`config.mk`:
```
export PLATFORM = sky130hd
export DESIGN_NAME = unsafe_string_byte_scanner_top
export DESIGN_NICKNAME = d
export VERILOG_FILES = /design/src/hw/rtl/usbs_pkg.sv /design/src/hw/rtl/usbs_char_cell.sv /design/src/hw/rtl/usbs_match_cell.sv /design/src/hw/rtl/unsafe_string_byte_scanner_top.sv
export SDC_FILE = /design/constraint.sdc
export NUM_CORES = 1
export LEC_CHECK = 0
export BUFFER_PORTS_ARGS = -buffer_cell sky130_fd_sc_hd__buf_2
export CORE_MARGIN = 5
export CORE_UTILIZATION = 50
export CTS_CLUSTER_DIAMETER = 30
export DETAILED_ROUTE_END_ITERATION = 8
export HOLD_SLACK_MARGIN = 0.08
export PLACE_DENSITY = 0.75
export SLEW_MARGIN = 30
export SYNTH_ARGS = -nofsm -noshare
export SYNTH_HDL_FRONTEND = slang
export SYNTH_SLANG_ARGS = --single-unit
```
`constraint.sdc`:
```
create_clock -name i_clk -period 9.11 [get_ports i_clk]
set_input_delay 1.3665 -clock i_clk [delete_from_list [all_inputs] [get_ports i_clk]]
set_output_delay 1.3665 -clock i_clk [all_outputs]
set_load 0.005 [all_outputs]
```
`src/hw/rtl/usbs_pkg.sv`:
```
// Shared types, constants and the pattern step function for the byte scanner.
`timescale 1ns / 1ps

package usbs_pkg;

    // Register indexes of the configuration port
    localparam logic [2:0] REG_ALLOW_SEMICOLON    = 3'd0;
    localparam logic [2:0] REG_ALLOW_QUOTES       = 3'd1;
    localparam logic [2:0] REG_ALLOW_DASH_PAIR    = 3'd2;
    localparam logic [2:0] REG_ALLOW_COMMENT_OPEN = 3'd3;
    localparam logic [2:0] REG_CHECK_MARKUP       = 3'd4;
    localparam int unsigned CFG_IDX_W             = 3;

    // Verdict codes
    localparam logic [1:0] VERDICT_SAFE   = 2'd0;
    localparam logic [1:0] VERDICT_CHARS  = 2'd1;
    localparam logic [1:0] VERDICT_SCRIPT = 2'd2;

    // Character codes
    localparam logic [7:0] CH_SEMICOLON = 8'h3B;
    localparam logic [7:0] CH_SQUOTE    = 8'h27;
    localparam logic [7:0] CH_DQUOTE    = 8'h22;
    localparam logic [7:0] CH_DASH      = 8'h2D;
    localparam logic [7:0] CH_SLASH     = 8'h2F;
    localparam logic [7:0] CH_STAR      = 8'h2A;
    localparam logic [7:0] CH_UPPER_A   = 8'h41;
    localparam logic [7:0] CH_UPPER_Z   = 8'h5A;
    localparam logic [7:0] CASE_OFFSET  = 8'h20;

    // Markup patterns, lower case, zero padded
    localparam int N_PAT   = 4;
    localparam int PAT_MAX = 11;
    localparam int PROG_W  = 4;

    localparam logic [7:0] PAT_BYTES [N_PAT][PAT_MAX] = '{
        '{"<", "s", "c", "r", "i", "p", "t", 8'h00, 8'h00, 8'h00, 8'h00},
        '{"j", "a", "v", "a", "s", "c", "r", "i", "p", "t", ":"},
        '{"o", "n", "e", "r", "r", "o", "r", "=", 8'h00, 8'h00, 8'h00},
        '{"o", "n", "l", "o", "a", "d", "=", 8'h00, 8'h00, 8'h00, 8'h00}
    };
    localparam int PAT_LEN [N_PAT] = '{7, 11, 8, 7};

    // One request moving along the cell row
    typedef struct packed {
        logic       valid;
        logic [7:0] text;
        logic       present;
        logic       last;
        logic       char_flag;
        logic       markup_flag;
    } t_lane;

    // Next matched-prefix length for a byte; the top bit flags a full match.
    // A candidate length k fits when the byte closes the prefix and the
    // tail of the current prefix equals the head of the pattern.
    function automatic logic [PROG_W:0] kmp_step(input int pid,
                                                 input logic [PROG_W-1:0] prog,
                                                 input logic [7:0] c);
        int   len;
        int   p;
        int   best;
        logic ok;
        logic hit;
        len  = PAT_LEN[pid];
        p    = int'(prog);
        best = 0;
        hit  = 1'b0;
        if (p >= len) begin
            p = 0;
        end
        for (int k = 1; k <= PAT_MAX; k++) begin
            if (k <= len && k <= p + 1) begin
                ok = (c == PAT_BYTES[pid][k-1]);
                for (int i = 0; i < PAT_MAX - 1; i++) begin
                    if (i <= k - 2) begin
                        ok = ok & (PAT_BYTES[pid][p-k+1+i] == PAT_BYTES[pid][i]);
                    end
                end
                if (ok) begin
                    best = k;
                end
            end
        end
        if (best == len) begin
            hit  = 1'b1;
            best = 0;
        end
        return {hit, PROG_W'(best)};
    endfunction

endpackage

```
`src/hw/rtl/usbs_char_cell.sv`:
```
// First cell of the row: dangerous character and pair checks, lower-casing.
`timescale 1ns / 1ps

module usbs_char_cell (
    input  logic            i_clk,
    input  logic            i_rst_n,
    input  logic            i_adv,
    input  logic            i_allow_semicolon,
    input  logic            i_allow_quotes,
    input  logic            i_allow_dash_pair,
    input  logic            i_allow_comment_open,
    input  usbs_pkg::t_lane i_lane,
    output usbs_pkg::t_lane o_lane
);
    import usbs_pkg::*;

    logic [7:0] r_prev;
    logic [7:0] n_prev;
    logic       r_hit;
    logic       n_hit;
    t_lane      r_lane;
    t_lane      n_lane;
    logic       hit_now;
    logic [7:0] lc;

    // Per-byte checks against the allow registers
    always_comb begin
        hit_now = 1'b0;
        if (!i_allow_semicolon && i_lane.text == CH_SEMICOLON) begin
            hit_now = 1'b1;
        end
        if (!i_allow_quotes && (i_lane.text == CH_SQUOTE || i_lane.text == CH_DQUOTE)) begin
            hit_now = 1'b1;
        end
        if (!i_allow_dash_pair && r_prev == CH_DASH && i_lane.text == CH_DASH) begin
            hit_now = 1'b1;
        end
        if (!i_allow_comment_open && r_prev == CH_SLASH && i_lane.text == CH_STAR) begin
            hit_now = 1'b1;
        end
        lc = (i_lane.text inside {[CH_UPPER_A:CH_UPPER_Z]}) ?
             i_lane.text + CASE_OFFSET : i_lane.text;
    end

    // State update and hand-off
    always_comb begin
        n_prev = r_prev;
        n_hit  = r_hit;
        n_lane = i_lane;
        n_lane.text      = lc;
        n_lane.char_flag = 1'b0;
        if (i_lane.valid && i_lane.present) begin
            n_hit  = r_hit | hit_now;
            n_prev = i_lane.text;
        end
        if (i_lane.valid && i_lane.last) begin
            n_lane.char_flag = n_hit;
            n_hit  = 1'b0;
            n_prev = 8'h00;
        end
    end

    always_ff @(posedge i_clk) begin
        if (!i_rst_n) begin
            r_prev       <= 8'h00;
            r_hit        <= 1'b0;
            r_lane.valid <= 1'b0;
        end else if (i_adv) begin
            r_prev <= n_prev;
            r_hit  <= n_hit;
            r_lane <= n_lane;
        end
    end

    assign o_lane = r_lane;

endmodule

```
`src/hw/rtl/usbs_match_cell.sv`:
```
// Pattern cell: tracks the matched prefix of one markup pattern.
`timescale 1ns / 1ps

module usbs_match_cell #(
    parameter int PAT_ID = 0
) (
    input  logic            i_clk,
    input  logic            i_rst_n,
    input  logic            i_adv,
    input  usbs_pkg::t_lane i_lane,
    output usbs_pkg::t_lane o_lane
);
    import usbs_pkg::*;

    logic [PROG_W-1:0] r_prog;
    logic [PROG_W-1:0] n_prog;
    logic              r_hit;
    logic              n_hit;
    t_lane             r_lane;
    t_lane             n_lane;
    logic [PROG_W:0]   step;

    assign step = kmp_step(PAT_ID, r_prog, i_lane.text);

    // Advance the match, fold the sticky hit into the request on the last byte
    always_comb begin
        n_prog = r_prog;
        n_hit  = r_hit;
        n_lane = i_lane;
        if (i_lane.valid && i_lane.present) begin
            n_prog = step[PROG_W-1:0];
            n_hit  = r_hit | step[PROG_W];
        end
        if (i_lane.valid && i_lane.last) begin
            n_lane.markup_flag = i_lane.markup_flag | n_hit;
            n_hit  = 1'b0;
            n_prog = '0;
        end
    end

    always_ff @(posedge i_clk) begin
        if (!i_rst_n) begin
            r_prog       <= '0;
            r_hit        <= 1'b0;
            r_lane.valid <= 1'b0;
        end else if (i_adv) begin
            r_prog <= n_prog;
            r_hit  <= n_hit;
            r_lane <= n_lane;
        end
    end

    assign o_lane = r_lane;

endmodule

```
`src/hw/rtl/unsafe_string_byte_scanner_top.sv`:
```
// Top level of the unsafe string byte scanner: cell row, config and result register.
//
// Usage:
//   Input channel (i_in_valid / o_in_stall) carries one byte of a string per
//   request, with i_byte_present and i_end_of_string. An empty string is one
//   request with i_byte_present low and i_end_of_string high.
//   Output channel (o_out_valid / i_out_stall) carries one 2-bit verdict per
//   string: 0 safe, 1 dangerous characters, 2 script content.
//   Config channel (i_cfg_valid / o_cfg_ready, always ready) writes register
//   i_cfg_index with i_cfg_data; write only while no string is in flight.
//   Throughput: one byte per cycle while the row is not held (see below).
//   The row is one character cell and four pattern cells plus the result
//   register, which each request passes in order before o_out_valid rises.
//   When the receiver stalls with a verdict held, the whole row holds and
//   o_in_stall rises in the same cycle; otherwise requests flow every cycle.
//   Reset clears all match state and sets the registers to their defaults
//   (all allow bits 0, markup check on).
`timescale 1ns / 1ps

module unsafe_string_byte_scanner_top (
    input  logic                           i_clk,
    input  logic                           i_rst_n,
    input  logic                           i_in_valid,
    output logic                           o_in_stall,
    input  logic [7:0]                     i_text_byte,
    input  logic                           i_byte_present,
    input  logic                           i_end_of_string,
    output logic                           o_out_valid,
    input  logic                           i_out_stall,
    output logic [1:0]                     o_verdict,
    input  logic                           i_cfg_valid,
    output logic                           o_cfg_ready,
    input  logic [usbs_pkg::CFG_IDX_W-1:0] i_cfg_index,
    input  logic                           i_cfg_data
);
    import usbs_pkg::*;

    logic       r_allow_semicolon;
    logic       r_allow_quotes;
    logic       r_allow_dash_pair;
    logic       r_allow_comment_open;
    logic       r_check_markup;
    logic       r_out_valid;
    logic [1:0] r_verdict;
    logic [1:0] n_verdict;
    logic       adv;
    t_lane      in_lane;
    t_lane      lanes [N_PAT+1];

    // Config writes
    assign o_cfg_ready = 1'b1;

    always_ff @(posedge i_clk) begin
        if (!i_rst_n) begin
            r_allow_semicolon    <= 1'b0;
            r_allow_quotes       <= 1'b0;
            r_allow_dash_pair    <= 1'b0;
            r_allow_comment_open <= 1'b0;
            r_check_markup       <= 1'b1;
        end else if (i_cfg_valid) begin
            case (i_cfg_index)
                REG_ALLOW_SEMICOLON:    r_allow_semicolon    <= i_cfg_data;
                REG_ALLOW_QUOTES:       r_allow_quotes       <= i_cfg_data;
                REG_ALLOW_DASH_PAIR:    r_allow_dash_pair    <= i_cfg_data;
                REG_ALLOW_COMMENT_OPEN: r_allow_comment_open <= i_cfg_data;
                REG_CHECK_MARKUP:       r_check_markup       <= i_cfg_data;
                default: ;
            endcase
        end
    end

    // Row advances unless a held verdict is stalled
    assign adv        = !r_out_valid || !i_out_stall;
    assign o_in_stall = !adv;

    always_comb begin
        in_lane.valid       = i_in_valid;
        in_lane.text        = i_text_byte;
        in_lane.present     = i_byte_present;
        in_lane.last        = i_end_of_string;
        in_lane.char_flag   = 1'b0;
        in_lane.markup_flag = 1'b0;
    end

    usbs_char_cell u_char (
        .i_clk                (i_clk),
        .i_rst_n              (i_rst_n),
        .i_adv                (adv),
        .i_allow_semicolon    (r_allow_semicolon),
        .i_allow_quotes       (r_allow_quotes),
        .i_allow_dash_pair    (r_allow_dash_pair),
        .i_allow_comment_open (r_allow_comment_open),
        .i_lane               (in_lane),
        .o_lane               (lanes[0])
    );

    // One cell per markup pattern
    for (genvar g = 0; g < N_PAT; g++) begin : g_match
        usbs_match_cell #(
            .PAT_ID (g)
        ) u_match (
            .i_clk   (i_clk),
            .i_rst_n (i_rst_n),
            .i_adv   (adv),
            .i_lane  (lanes[g]),
            .o_lane  (lanes[g+1])
        );
    end

    // Verdict priority: characters over markup
    always_comb begin
        if (lanes[N_PAT].char_flag) begin
            n_verdict = VERDICT_CHARS;
        end else if (r_check_markup && lanes[N_PAT].markup_flag) begin
            n_verdict = VERDICT_SCRIPT;
        end else begin
            n_verdict = VERDICT_SAFE;
        end
    end

    always_ff @(posedge i_clk) begin
        if (!i_rst_n) begin
            r_out_valid <= 1'b0;
        end else if (adv) begin
            r_out_valid <= lanes[N_PAT].valid && lanes[N_PAT].last;
            r_verdict   <= n_verdict;
        end
    end

    assign o_out_valid = r_out_valid;
    assign o_verdict   = r_verdict;

endmodule

```
==> results by stage <==
Critical path:
- For this design, the slowest cell found on the critical path is sky130_fd_sc_hd__ha_1.
- The count of buffering cells on the critical path with inverters included is 1.
- The highest fanout seen on the critical path is 16.
- The type of the worst setup path is reg -> reg.
- The critical path's most frequent cell is sky130_fd_sc_hd__ha_1.
- The worst setup path is launched from a register.
- The signal on the critical path passes through nor2b_1 -> inv_1 -> ha_1 -> ha_1 -> ha_1 -> or4b_4 -> nor3_2 -> o2111ai_1 -> a221o_1 -> nor4_1 -> o21ai_1 -> a31o_1.
- For this run, the slowest stage of the critical path takes 0.64 ns.
- Among cell families on the critical path, the largest total delay comes from simple AND/OR/NAND/NOR gates.
- The signal arrival time at the worst endpoint is 4.86 ns.
- The data required time at the worst endpoint is 9.34 ns.
- The worst setup path is captured at a register.

Power and ir drop:
- The net switching fraction of the power is 22.2%.
- The static power due to leakage is 0.00318 µW.
- The fraction of power consumed by sequential logic is 52.9%.
- The power per standard cell area is 104 mW/mm².
- The worst ir drop on vdd is 140 µV.
- The internal power consumption is 679 µW.
- The proportion of power drawn by the clock network is 42.4%.
- The share of total power dissipated in combinational logic is 4.7%.
- For this design the total switching power over the nets is 194 µW.

Global route:
- The total congestion overflow is 0.
- The first global-routing pass estimated 31.6 mm of wire.
- Entering global routing, the biggest net connects 53 pins.
- For this run, the total global-route usage over all layers was measured as 20.7%.
- The initial antenna violation count was 0.
- The via count of the first global-routing pass came to 6340.

CTS:
- The count of hold-fix buffers inserted at cts is 0.
- Once the clock tree was built, the setup fixing pass inserted 0 buffers.
- The maximum clock insertion buffer count is 2.
- The master cell of the clock root buffer is sky130_fd_sc_hd__clkbuf_16.
- The clock edge transition at the registers on the reported setup and hold paths is 0.06 ns.
- The clock network latency to the later pin of the worst-skew pair is 0.34 ns.
- In this run the number of H-tree levels came out at 3.
- The CTS tree is done.
- Clock tree synthesis inserted a total of 9 buffers.
- The number of gates resized after CTS was 0.
- The clock sink count is 90.

Cells and area:
- The multi-input combinational cell area is 0.00514 mm².
- The layout net count is 1017.
- Once layout is done, the placed cells without fillers occupy 0.00838 mm².
- 0 antenna diodes ended up in the layout.
- The post-route netlist has 7.03% of its cells at a drive strength greater than 1.
- The area growth from synthesis to layout is 6.34%.
- The fill cell instance count of the final layout is 1393.
- The area taken by flip-flops and latches is 0.00232 mm².

Detailed routing:
- The violation count after the first detailed-routing iteration is 574.
- The number of nets still failing antenna checks after routing is 0.
- In the final routed layout, each cell accounts on average for 17.2 µm.
- The DRC violation count after routing is 0.
- The number of detailed-route iterations in the first pass is 5.
- The via density per instance is 6.23.
- Summed over all layers, the routed wires come to 19.0 mm.
- Detailed routing inserted a total of 6899 vias.

Floorplan:
- The die is 136 µm wide.
- The effective utilization at floorplan is 51.4%.
- The die covers 0.0184 mm².
- The floorplan step set the die height to 136 µm.
- The core region is 0.0153 mm².
- Pin placement for this block handled 24 I/O pins.
- The number of standard-cell rows in the floorplan is 45.

Yosys:
- In this run, distinct cell masters in the synthesized netlist total 91.
- After synthesis, the share of flip-flops with an asynchronous set or reset is 0%.
- Sequential elements use 29.5% of the synthesized area.
- The leading cell type by number of instances after synthesis is sky130_fd_sc_hd__ha_1.
- The proportion of netlist area held by the largest area contributor is 19.8%.
- The main flop type after synthesis is sky130_fd_sc_hd__edfxtp_1.
- The number of synthesis warnings is 0.
- The number of nets produced by synthesis is 1020.
- The number of synthesized register bits is 90.
- By count the netlist is led by sky130_fd_sc_hd__ha_1, sky130_fd_sc_hd__nand2_1, sky130_fd_sc_hd__edfxtp_1.
- The count of flip-flops with a built-in enable after synthesis is 52.
- The cell area that synthesis handed to floorplanning was 0.00788 mm².
- In the synthesized netlist, the number of instances is 894.
- The cell type with the highest aggregate area in the netlist is sky130_fd_sc_hd__edfxtp_1.
- A synthesized cell averages 8.81 µm².
- By area the synthesized netlist is led by sky130_fd_sc_hd__edfxtp_1, sky130_fd_sc_hd__ha_1, sky130_fd_sc_hd__dfxtp_1.

Placement:
- The congestion estimate from routability-driven global placement came to 1.00.
- During placement, the flow inserted port buffers numbering 22.
- The total placed instance area is 0.00807 mm².
- Once detailed placement completed, the half-perimeter wirelength came to 14.2 mm.

STA:
- The count of final max-slew check failures is 0.
- The hold violation total from the final report is 0.
- Setup repair after global routing left no endpoint under its margin.
- Derived from the worst setup path, the maximum achievable clock frequency is 0.216 GHz.
- The final cycle utilization of the critical path is 50.8%.
- The clock period could shrink to 4.63 ns.
- The final clock skew is 0.00843 ns.
- Across all hold checks on the routed design, the worst slack comes to 0.422 ns.
- The headroom to the max-slew limit is 34.0%.
- The actual slew at the worst max-slew pin is 0.976 ns.
- The number of setup violations in the final report is 0.
- The setup TNS after final layout is 0 ns.

Status:
- The flow ran to the end, and the final reports show no timing, DRC or antenna violations.

Flow run:
- The tool flagged a number of max-cap violations equal to 0.

Worst hold path:
- The class of the tightest hold or removal check is reg -> reg.
sequential cells by signal, indices dropped and copies added (netlist names), 2 cells and up:
signal	cells
o_verdict	2
u_char.o_lane	12
u_char.r_prev	8
g_match.u_match.r_hit	4
g_match.u_match.r_prog	14
g_match.u_match.o_lane	43
through the flow:
step	cells	utilization [%]	worst slack [ns]	total power (µW)
global placement	1091	52.7	4.78	511
CTS	1107	54.7	4.55	878
finish	1107	54.7	4.48	874
detailed placement	1091	52.7	4.58	512
floorplan	894	-	5.36	492
global route	1107	54.7	4.19	904
final timing paths:
| kind | slack [ns] | end | depth (start not counted) | startpoint |
|---|---|---|---|---|
| min reg2reg | 0.42 | g_match[2].u_match.o_lane[1] | 0 | g_match[1].u_match.o_lane[1] |
| max reg2reg | 4.48 | g_match[2].u_match.r_prog[0] | 12 | g_match[2].u_match.r_prog[1] |
| min | 0.42 | g_match[2].u_match.o_lane[1] | 0 | g_match[1].u_match.o_lane[1] |
| max | 4.48 | g_match[2].u_match.r_prog[0] | 12 | g_match[2].u_match.r_prog[1] |
per-layer routing:
layer / track usage (%) / up-vias / routed length, µm
met4: 5.66 / 0 / 405
met1: 28.8 / 3180 / 8480
met5: 0 / - / 0
met3: 3.27 / 45 / 1390
met2: 33.4 / 325 / 8760
li1: - / 3349 / -
cell usage in the layout (no fill, tap or decap), types with 20 or more instances in the layout:
| cell type | n |
|---|---|
| sky130_fd_sc_hd__o21ai_0 | 37 |
| sky130_fd_sc_hd__a21boi_0 | 21 |
| sky130_fd_sc_hd__edfxtp_1 | 52 |
| sky130_fd_sc_hd__ha_1 | 107 |
| sky130_fd_sc_hd__nor3_1 | 25 |
| sky130_fd_sc_hd__nor4_1 | 32 |
| sky130_fd_sc_hd__buf_2 | 22 |
| sky130_fd_sc_hd__nand2_1 | 85 |
| sky130_fd_sc_hd__nand3_1 | 44 |
| sky130_fd_sc_hd__inv_1 | 51 |
| sky130_fd_sc_hd__nand4_1 | 20 |
| sky130_fd_sc_hd__dfxtp_1 | 38 |
| sky130_fd_sc_hd__nor2_1 | 49 |
| sky130_fd_sc_hd__nand2b_1 | 20 |
area by class of cell:
class | instances | area share (%)
inverters | 60 | 2.70
clock buffers | 9 | 2.69
flip-flops and latches | 90 | 27.7
multi-input cells | 706 | 61.3
clock inverters | 7 | 0.911
well taps | 211 | 3.15
repair buffers | 24 | 1.49
kinds of logic after synthesis:
logic type                 synth area share [%]
xor gates and xnor gates                   1.30
adders and majority gates                  17.1
DFF                                        29.5
muxes                                      1.81
AOI/OAI and AO/OA                          16.5
buffers and inverters                      5.32
and+or+nand+nor                            28.4
other                                    0.0476
power groups by stage:
stage	Sequential [µW]	Clock, µW	Combinational, µW
after CTS	462	375	41.0
final	463	370	40.9
after detailed placement	471	0	40.9
after global routing	464	394	45.7
after global placement	470	0	40.1
after floorplan	466	0	26.4
Note: power is estimated with default switching activity, not from simulation.
